--- config.mk ---
export PLATFORM = sky130hd
export DESIGN_NAME = machine_cycle_phase_timer_top
export DESIGN_NICKNAME = d
export VERILOG_FILES = /design/src/rtl/mcpt_pkg.sv /design/src/rtl/machine_cycle_phase_timer_top.sv /design/src/rtl/mcpt_seq.sv
export SDC_FILE = /design/constraint.sdc
export NUM_CORES = 1
export LEC_CHECK = 0
export BUFFER_PORTS_ARGS = -buffer_cell sky130_fd_sc_hd__buf_2
export CORE_MARGIN = 4
export CORE_UTILIZATION = 50
export CTS_BUF_LIST = sky130_fd_sc_hd__clkbuf_16
export CTS_CLUSTER_SIZE = 12
export DETAILED_ROUTE_END_ITERATION = 12
export GPL_TIMING_DRIVEN = 1
export PLACE_DENSITY = 0.69
export RECOVER_POWER = 25
export SYNTH_ARGS = -nofsm -noshare
export SYNTH_HDL_FRONTEND = slang
export SYNTH_SLANG_ARGS = --single-unit
--- constraint.sdc ---
create_clock -name clk -period 8.85 [get_ports clk]
set_input_delay 0.885 -clock clk [delete_from_list [all_inputs] [get_ports clk]]
set_output_delay 0.885 -clock clk [all_outputs]
set_load 0.01 [all_outputs]
--- src/rtl/mcpt_pkg.sv ---
// ----------------------------------------------------------------------------
// mcpt_pkg
// Shared types and constants for the machine cycle phase timer.
// ----------------------------------------------------------------------------
package mcpt_pkg;

  localparam int LEVEL_W = 4;
  localparam int SEL_W   = 6;
  localparam int OUT_W   = 32;
  localparam int CFG_IDX_W = 2;

  localparam logic [CFG_IDX_W-1:0] CFG_LINE_A = 2'd0;
  localparam logic [CFG_IDX_W-1:0] CFG_LINE_B = 2'd1;
  localparam logic [CFG_IDX_W-1:0] CFG_LINE_C = 2'd2;

  // one line: start and end condition, each a port and a level
  typedef struct packed {
    logic       end_level;
    logic [1:0] end_port;
    logic       start_level;
    logic [1:0] start_port;
  } line_sel_t;

  typedef struct packed {
    logic             emit;
    logic [OUT_W-1:0] forming_ticks;
    logic [OUT_W-1:0] fill_ticks;
    logic [OUT_W-1:0] machine_ticks;
    logic [OUT_W-1:0] cycle_count;
  } res_t;

endpackage

--- src/rtl/machine_cycle_phase_timer_top.sv ---
// ----------------------------------------------------------------------------
// machine_cycle_phase_timer_top
// Times machine cycles from three sequenced input lines, one sample a beat.
// ----------------------------------------------------------------------------
//  channel | handshake            | payload
//  in      | in_valid / in_stall   | input_levels, count_inhibit
//  out     | out_valid / out_stall | forming/fill/machine_ticks, cycle_count
//  cfg     | cfg_we                | cfg_index, cfg_data
//
//  One sample a cycle while in_stall is low; a sample is held in the
//  input register, then the sequencer updates and any result lands in
//  the output register.
//  Synchronous reset clears phase, counters, stamps and selects.
//  A result held under out_stall blocks only the sample register behind it.
// ----------------------------------------------------------------------------
module machine_cycle_phase_timer_top #(
  parameter int TIME_WIDTH  = 32,
  parameter int INPUT_PORTS = 4
) (
  input  logic                             clk,
  input  logic                             rst,
  input  logic                             in_valid,
  output logic                             in_stall,
  input  logic [mcpt_pkg::LEVEL_W-1:0]     input_levels,
  input  logic                             count_inhibit,
  output logic                             out_valid,
  input  logic                             out_stall,
  output logic [mcpt_pkg::OUT_W-1:0]       forming_ticks,
  output logic [mcpt_pkg::OUT_W-1:0]       fill_ticks,
  output logic [mcpt_pkg::OUT_W-1:0]       machine_ticks,
  output logic [mcpt_pkg::OUT_W-1:0]       cycle_count,
  input  logic                             cfg_we,
  input  logic [mcpt_pkg::CFG_IDX_W-1:0]   cfg_index,
  input  logic [mcpt_pkg::SEL_W-1:0]       cfg_data
);

  mcpt_pkg::line_sel_t sel_a, sel_b, sel_c;

  logic                   s1_valid;
  logic [INPUT_PORTS-1:0] s1_levels;
  logic                   s1_inhibit;
  logic                   out_blocked;
  logic                   s1_go;
  logic                   in_take;
  mcpt_pkg::res_t         res;

  // unused ports read as level 0
  logic [mcpt_pkg::LEVEL_W-1:0] levels_pad;
  assign levels_pad = mcpt_pkg::LEVEL_W'(s1_levels);

  assign out_blocked = out_valid && out_stall;
  assign s1_go       = s1_valid && !out_blocked;
  assign in_stall    = s1_valid && out_blocked;
  assign in_take     = in_valid && !in_stall;

  always_ff @(posedge clk) begin
    if (rst) begin
      sel_a <= '0;
      sel_b <= '0;
      sel_c <= '0;
    end else if (cfg_we) begin
      unique case (cfg_index)
        mcpt_pkg::CFG_LINE_A: sel_a <= mcpt_pkg::line_sel_t'(cfg_data);
        mcpt_pkg::CFG_LINE_B: sel_b <= mcpt_pkg::line_sel_t'(cfg_data);
        mcpt_pkg::CFG_LINE_C: sel_c <= mcpt_pkg::line_sel_t'(cfg_data);
        default: ;
      endcase
    end
  end

  always_ff @(posedge clk) begin
    if (rst) begin
      s1_valid <= 1'b0;
    end else if (in_take) begin
      s1_valid <= 1'b1;
    end else if (s1_go) begin
      s1_valid <= 1'b0;
    end
  end

  always_ff @(posedge clk) begin
    if (in_take) begin
      s1_levels  <= input_levels[INPUT_PORTS-1:0];
      s1_inhibit <= count_inhibit;
    end
  end

  mcpt_seq #(
    .TIME_WIDTH(TIME_WIDTH)
  ) u_seq (
    .clk     (clk),
    .rst     (rst),
    .step    (s1_go),
    .levels  (levels_pad),
    .inhibit (s1_inhibit),
    .sel_a   (sel_a),
    .sel_b   (sel_b),
    .sel_c   (sel_c),
    .res     (res)
  );

  always_ff @(posedge clk) begin
    if (rst) begin
      out_valid <= 1'b0;
    end else if (s1_go) begin
      out_valid <= res.emit;
    end else if (!out_stall) begin
      out_valid <= 1'b0;
    end
  end

  always_ff @(posedge clk) begin
    if (s1_go && res.emit) begin
      forming_ticks <= res.forming_ticks;
      fill_ticks    <= res.fill_ticks;
      machine_ticks <= res.machine_ticks;
      cycle_count   <= res.cycle_count;
    end
  end

endmodule

--- src/rtl/mcpt_seq.sv ---
// ----------------------------------------------------------------------------
// mcpt_seq
// Six-phase line sequencer with tick counter, stamps and cycle counter.
// ----------------------------------------------------------------------------
module mcpt_seq #(
  parameter int TIME_WIDTH = 32
) (
  input  logic                        clk,
  input  logic                        rst,
  input  logic                        step,
  input  logic [mcpt_pkg::LEVEL_W-1:0] levels,
  input  logic                        inhibit,
  input  mcpt_pkg::line_sel_t         sel_a,
  input  mcpt_pkg::line_sel_t         sel_b,
  input  mcpt_pkg::line_sel_t         sel_c,
  output mcpt_pkg::res_t              res
);

  localparam logic [2:0] PH_A_START = 3'd0;
  localparam logic [2:0] PH_A_END   = 3'd1;
  localparam logic [2:0] PH_B_START = 3'd2;
  localparam logic [2:0] PH_B_END   = 3'd3;
  localparam logic [2:0] PH_C_START = 3'd4;
  localparam logic [2:0] PH_C_END   = 3'd5;

  localparam int EXT_W = (TIME_WIDTH > mcpt_pkg::OUT_W) ? TIME_WIDTH : mcpt_pkg::OUT_W;

  logic [2:0]                  phase, phase_next;
  logic                        first_cycle, first_cycle_next;
  logic [TIME_WIDTH-1:0]       tick_now;
  logic [TIME_WIDTH-1:0]       stamp_a_start, stamp_a_start_next;
  logic [TIME_WIDTH-1:0]       stamp_b_start, stamp_b_start_next;
  logic [TIME_WIDTH-1:0]       stamp_b_end, stamp_b_end_next;
  logic [TIME_WIDTH-1:0]       stamp_c_end, stamp_c_end_next;
  logic [mcpt_pkg::OUT_W-1:0]  cycles_counted;
  logic [mcpt_pkg::OUT_W-1:0]  cycles_inc;

  logic                  hit;
  logic                  emit;
  logic [TIME_WIDTH-1:0] d_forming, d_fill, d_machine;
  logic [EXT_W-1:0]      x_forming, x_fill, x_machine;

  always_comb begin
    unique case (phase)
      PH_A_START: hit = levels[sel_a.start_port] == sel_a.start_level;
      PH_A_END:   hit = levels[sel_a.end_port]   == sel_a.end_level;
      PH_B_START: hit = levels[sel_b.start_port] == sel_b.start_level;
      PH_B_END:   hit = levels[sel_b.end_port]   == sel_b.end_level;
      PH_C_START: hit = levels[sel_c.start_port] == sel_c.start_level;
      PH_C_END:   hit = levels[sel_c.end_port]   == sel_c.end_level;
      default:    hit = 1'b0;
    endcase
  end

  always_comb begin
    phase_next         = phase;
    first_cycle_next   = first_cycle;
    stamp_a_start_next = stamp_a_start;
    stamp_b_start_next = stamp_b_start;
    stamp_b_end_next   = stamp_b_end;
    stamp_c_end_next   = stamp_c_end;
    emit               = 1'b0;
    unique case (phase)
      PH_A_START: begin
        if (hit) begin
          emit               = !first_cycle && !inhibit;
          first_cycle_next   = 1'b0;
          stamp_a_start_next = tick_now;
          phase_next         = PH_A_END;
        end
      end
      PH_A_END:   if (hit) phase_next = PH_B_START;
      PH_B_START: begin
        if (hit) begin
          stamp_b_start_next = tick_now;
          phase_next         = PH_B_END;
        end
      end
      PH_B_END: begin
        if (hit) begin
          stamp_b_end_next = tick_now;
          phase_next       = PH_C_START;
        end
      end
      PH_C_START: if (hit) phase_next = PH_C_END;
      PH_C_END: begin
        if (hit) begin
          stamp_c_end_next = tick_now;
          phase_next       = PH_A_START;
        end
      end
      default:    phase_next = PH_A_START;
    endcase
  end

  assign cycles_inc = cycles_counted + 1'b1;
  assign d_forming  = tick_now - stamp_a_start;
  assign d_fill     = stamp_b_end - stamp_b_start;
  assign d_machine  = stamp_c_end - stamp_a_start;
  assign x_forming  = EXT_W'(d_forming);
  assign x_fill     = EXT_W'(d_fill);
  assign x_machine  = EXT_W'(d_machine);

  assign res.emit          = emit;
  assign res.forming_ticks = x_forming[mcpt_pkg::OUT_W-1:0];
  assign res.fill_ticks    = x_fill[mcpt_pkg::OUT_W-1:0];
  assign res.machine_ticks = x_machine[mcpt_pkg::OUT_W-1:0];
  assign res.cycle_count   = cycles_inc;

  always_ff @(posedge clk) begin
    if (rst) begin
      phase          <= PH_A_START;
      first_cycle    <= 1'b1;
      tick_now       <= '0;
      stamp_a_start  <= '0;
      stamp_b_start  <= '0;
      stamp_b_end    <= '0;
      stamp_c_end    <= '0;
      cycles_counted <= '0;
    end else if (step) begin
      phase         <= phase_next;
      first_cycle   <= first_cycle_next;
      tick_now      <= tick_now + 1'b1;
      stamp_a_start <= stamp_a_start_next;
      stamp_b_start <= stamp_b_start_next;
      stamp_b_end   <= stamp_b_end_next;
      stamp_c_end   <= stamp_c_end_next;
      if (emit) cycles_counted <= cycles_inc;
    end
  end

endmodule
# == Word level (Yosys, flattened, before mapping) ==
# Cells that the tools add are included.
# op_classes
n_mux,26
n_eq_ne,20
n_lt_le_gt_ge,6
addsub,5
reduce_logical,22
# ops
cell,n
subtractor 32 bit,3
adder 32 x 1 -> 32 bit (second input constant),2
less-than comparator 2 x 3 -> 1 bit (second input constant),6
two-way mux 3 bit,6
one-hot mux 3 bit (6 select lines),1
inequality test 2 x 1 -> 1 bit (second input constant),7
binary-select mux 1 bit (select 2 bit),6
two-way mux 1 bit,12
AND reduction 3 bit,4
AND reduction 2 bit,4
AND reduction 7 bit,1
equality test 1 bit,6
equality test 3 x 2 -> 1 bit (second input constant),2
equality test 3 bit (second input constant),2
logical AND 1 bit,6
one-hot mux 1 bit (6 select lines),1
logical NOT 1 bit,4
equality test 3 x 1 -> 1 bit (second input constant),1
logical NOT 3 bit,1
equality test 2 x 1 -> 1 bit (second input constant),1
equality test 2 bit (second input constant),1
logical NOT 2 bit,1
nonzero test 2 bit,1
# word_totals
reg_bits,349
in_bits,18
output_inout_bits,130
word_cells,107

# == Longest topological paths before layout ==
# logic_depth
word_depth,7
ltp_mapped,12
depth_no_buf,12

# == Cells and area by module ==
# From an unflattened synthesis, not the netlist that was laid out.
# unflattened
cells_unflattened,1813
area_unflattened_um2,17971.0
# by_module_without_submodules
module,seq_area_each_um2,instances,cells_per_inst,area_each_um2
mcpt_seq,3923.8,1,1601,13148.9
machine_cycle_phase_timer_top,4394.2,1,212,4822.1

# == Worst setup path after synthesis ==
# OpenSTA, ideal clock, no wires.
# synth_timing
path_kind,reg-to-reg
from,"register s1_levels[3], in the netlist levels_pad[3]"
to,register u_seq.cycles_counted[22] (netlist bit)
slack_ps,4557
path_buffers,1
required_time_ps,8722
arrival_ps,4165
synth_period_minus_slack_ps,4293
stages_incl_launch_ff,12
setup_time_ps,128
path_cell_list,edfxtp_1 -> mux4_2 -> xnor2_1 -> o2111ai_1 -> a311oi_2 -> nand2_2 -> or3_1 -> inv_2 -> buf_2 -> nand2_1 -> xnor2_1 -> nor2_1
# synth_via
elab_chain_cells,7
# synth_lines
item,line,text
"start, declared",machine_cycle_phase_timer_top.sv:40,logic [INPUT_PORTS-1:0] s1_levels;
"start signal, assigned",machine_cycle_phase_timer_top.sv:83,s1_levels <= input_levels[INPUT_PORTS-1:0];
"binary-select mux 1 bit (select 2 bit), or another cell as far along",mcpt_seq.sv:50,PH_C_END: hit = levels[sel_c.end_port] == sel_c.end_level;
"two-way mux 1 bit (implied by the code), or another cell as far along",mcpt_seq.sv:50,
"equality test 1 bit, or another cell as far along",mcpt_seq.sv:50,
one-hot mux 1 bit (6 select lines) (*),mcpt_seq.sv:44,unique case (phase)
two-way mux 1 bit (*),mcpt_seq.sv:65,if (hit) begin
two-way mux 1 bit (*),mcpt_seq.sv:63,unique case (phase)
AND reduction 2 bit (no line) (*),-,
"end signal, assigned",mcpt_seq.sv:128,if (emit) cycles_counted <= cycles_inc;
"end, declared",mcpt_seq.sv:35,logic [mcpt_pkg::OUT_W-1:0] cycles_counted;
# Every way passes the cells marked *; elsewhere a longest branch is shown, timed or not. The select of a mux whose other input is x is not followed.
# A chain may end at the register's enable or synchronous reset.

# == Final worst setup path ==
# layout_timing
from,input rst
to,register u_seq.stamp_c_end[28]
# layout_rtl
item,line,text
"start, declared",machine_cycle_phase_timer_top.sv:21,"input logic rst,"
"end signal, assigned",mcpt_seq.sv:127,stamp_c_end <= stamp_c_end_next;
"end, declared",mcpt_seq.sv:34,"logic [TIME_WIDTH-1:0] stamp_c_end, stamp_c_end_next;"
# No word-level cell between the ends.

==> results.cfg <==
[routing]
drt-initial-drc-count = 758
detailedRoute.firstPassIterationCount = 5
number_of_nets_with_antenna_violations_after_detailed_routing = 0
average_wire_per_standard_cell_um = 16.3
drc = 0
detail_route.wirelength_um = 39100
detailroute.via_count = 13100
route.detailed.vias_per_inst = 5.45

[cells_and_area]
area.growth.synth_to_final_pct = 12.1
antennaDiodeCount = 0
nNetsFinal = 2036
layout-drive-gt1-share_pct = 6.31
fillers = 3081
final_cell_area_um2 = 19800

[clock_tree]
clkSinkCount = 349
numCtsBuffers = 38
cts_post_setup_buffers_inserted = 0
clkLatencyLatePin_ps = 530
tritoncts = built
holdBufCountCts = 0
clock-root-buffer = clkbuf_16
cts.clk_slew.worst_paths_ps = 60
ctsHtreeMaxLevel = 2
cts_max_path_buffers = 3
postCtsResizedCells = 0

[sta]
worst_slew_margin_relative_to_its_limit_pct = -127
fin_crit_ps = 6220
finalSetupViolCount = 0
timing.hold.ws_ps = 480
transition_at_the_pin_with_the_smallest_max_transition_slack_ps = 3400
final_hold_viol_count = 0
timing.final.crit_share_pct = 70.3
rsz0062_at_grt = no
setup_total_negative_slack_ps = 0
fmax_mhz = 161
fin_clk_skew_ps = 16.4
slew_violations = 149

[logic_synthesis]
yosys_most_used_dff = dfxtp_1
synthXorXnorAreaFrac_pct = 7.82
post_synthesis_average_cell_area_um2 = 9.87
synthesis.instances = 1793
post-synth-top-count-cell = nor2_1
synth_top_cells_by_count = nor2_1 (291), dfxtp_1 (216), mux2i_1 (144)
synth_cell_types = 63
ys_async_sr_fraction_pct = 0
synth-warning-count = 0
synthDominantAreaCellType = dfxtp_1
netlist_area_um2 = 17700
synthAdderAreaFrac_pct = 7.06
netlist_top_cells_area = dfxtp_1 (24%), edfxtp_1 (23%), mux2i_1 (8.1%), ha_1 (6.7%), nor2_1 (6.2%)
synth_edf_count = 133
post-synth-top-area-fraction_pct = 24.4
synth.area.mux_share_pct = 8.91
synth.yosys.seq_area_share_pct = 47.0
post_synth_and_or_nand_nor_area_fraction_pct = 14.6
synth_compound_area_share_pct = 11.1
count_of_state_elements_after_synthesis = 349
synth_top_family_by_area = simple AND/OR/NAND/NOR gates
synthesis.nets = 1909

[status]
failed_checks = capacitance limit, slew limit
run_status = finished with violations

[floorplan]
die-width_um = 196
placeableCoreArea_um2 = 34700
floorplan.initialDensity_pct = 51.0
fp-row-count = 68
die-height_um = 196
design.die.area_um2 = 38500
ioPinCount = 148

[setup_path]
critPathLaunchType = input pin
worst-setup-path-type = input pin to flop
end_kind = flop
worst-endpoint-arrival_ps = 6600
reg2reg_start = levels_pad[3]$_DFFE_PP_
cp_data_required_time_ps = 9230
critical_path.max_fanout = 79
timing.critical_path.from = rst

[flow_run]
drv.max_cap_violation_count = 2

[pwr]
power.combinational.fraction_pct = 3.2
clkPwrFrac_pct = 45.0
leakage_nw = 8.41
ir_worst_vdd_uv = 130
netSwitchingPower_mw = 0.704
internal_power_mw = 2.54
netSwitchingFraction_pct = 21.7
power.sequential.fraction_pct = 51.8
p_per_area_nw_per_um2 = 164

[grt]
groute.layer.met3.usage_pct = 3.47
first_global_vias = 12900
grt_util_all_layers_pct = 20.1
gr-usage-met1_pct = 26.6
gr_ovfl_total = 0
number_of_antenna_violations_at_the_first_check_in_global_routing = 0
global_route.peak_usage_layer = met2
grt_start_max_net_pins = 87
first_pass_grt_wire_length_um = 64500
globalRouteMet2Util_pct = 33.9

[placement]
dp_hpwl_um = 27700
port-buffer-count = 147
dpl_cell_area_um2 = 18800
gp_congestion = 0.864

[worst_hold_path]
hold_path_startpoint = u_seq.first_cycle$_SDFFE_PP1P_
worst_hold_path_type = flop to flop
## worst max-delay path: stages
cell and delay (ps):
clkbuf_1 2070, clkbuf_1 2510, buf_4 910, nor2_1 120
## worst paths after layout
path	endpoint	slack (ps)	cells after the start
worst max-delay path	u_seq.stamp_c_end[28]$_SDFFE_PP0P_	2630	4
worst min-delay path	u_seq.first_cycle$_SDFFE_PP1P_	480	1
worst max register to register	u_seq.cycles_counted[4]$_SDFFE_PP0P_	4140	12
worst min register to register	u_seq.first_cycle$_SDFFE_PP1P_	480	1
## per-layer routing
layer	vias to the layer above	share of wire [%]
li1	6536	-
met1	6230	46
met2	288	47
met5	-	0
met3	60	4.8
met4	0	2.4
## layout make-up
class,instances,area (um^2),area share [%]
Multi-Input combinational cell,1281,8760,44.2
Sequential cell,349,8320,41.9
Clock buffer,39,976,4.92
Timing Repair Buffer,154,666,3.36
Tap cell,455,569,2.87
Inverter,96,365,1.84
Clock inverter,31,178,0.896
## power groups by stage
stage	clock (mW)	combinational (mW)	sequential, mW
finish	1.46	0.104	1.68
floorplan	0	0.0743	1.71
global route	1.57	0.113	1.68
global placement	0	0.103	1.71
CTS	1.50	0.105	1.68
detailed placement	0	0.104	1.71
## state kept, by name, indices dropped and copies added, names as in the netlist
name                  cells
machine_ticks            32
sel_b                     6
s1_inhibit                1
u_seq.cycles_counted     32
u_seq.tick_now           32
fill_ticks               32
forming_ticks            32
cycle_count              32
s1_valid                  1
u_seq.phase               3
u_seq.stamp_b_start      32
u_seq.stamp_c_end        32
sel_a                     6
sel_c                     6
out_valid                 1
u_seq.stamp_a_start      32
u_seq.stamp_b_end        32
u_seq.first_cycle         1
levels_pad                4
## kinds of logic (layout without fill, tap and decap cells)
family	Yosys count	count (layout)
flops	349	349
buf+inv	163	320
compound gates	301	301
mux	150	150
xor+xnor	158	158
fa+ha+maj	98	98
simple gates	574	574
## placed cells by master (no fill, tap or decap), types with 11 or more instances in the layout
cell type  instances
a211oi_1          16
a21o_1            37
a21oi_1           92
and3_1            22
and4_1            11
buf_2             52
clkbuf_1          96
clkbuf_16         39
dfxtp_1          216
edfxtp_1         133
ha_1              95
inv_1            109
mux2i_1          144
nand2_1           99
nand3_1           43
nand4_1           17
nor2_1           291
nor2b_1           21
nor3_1            18
o21a_1            27
o21ai_0           46
o21bai_1          12
or3_1             13
xnor2_1           77
xor2_1            81
## through the flow
stage | total power, mW | setup slack [ps] | cells | util [%]
after floorplan | 1.79 | 4560 | 1793 | -
after global placement | 1.82 | 4290 | 2335 | 54.2
after detailed placement | 1.82 | 4190 | 2335 | 54.2
after CTS | 3.28 | 4180 | 2405 | 57.5
after global routing | 3.36 | 2050 | 2405 | 57.1
final | 3.24 | 2630 | 2405 | 57.1
Power figures use the tool's default switching activity.
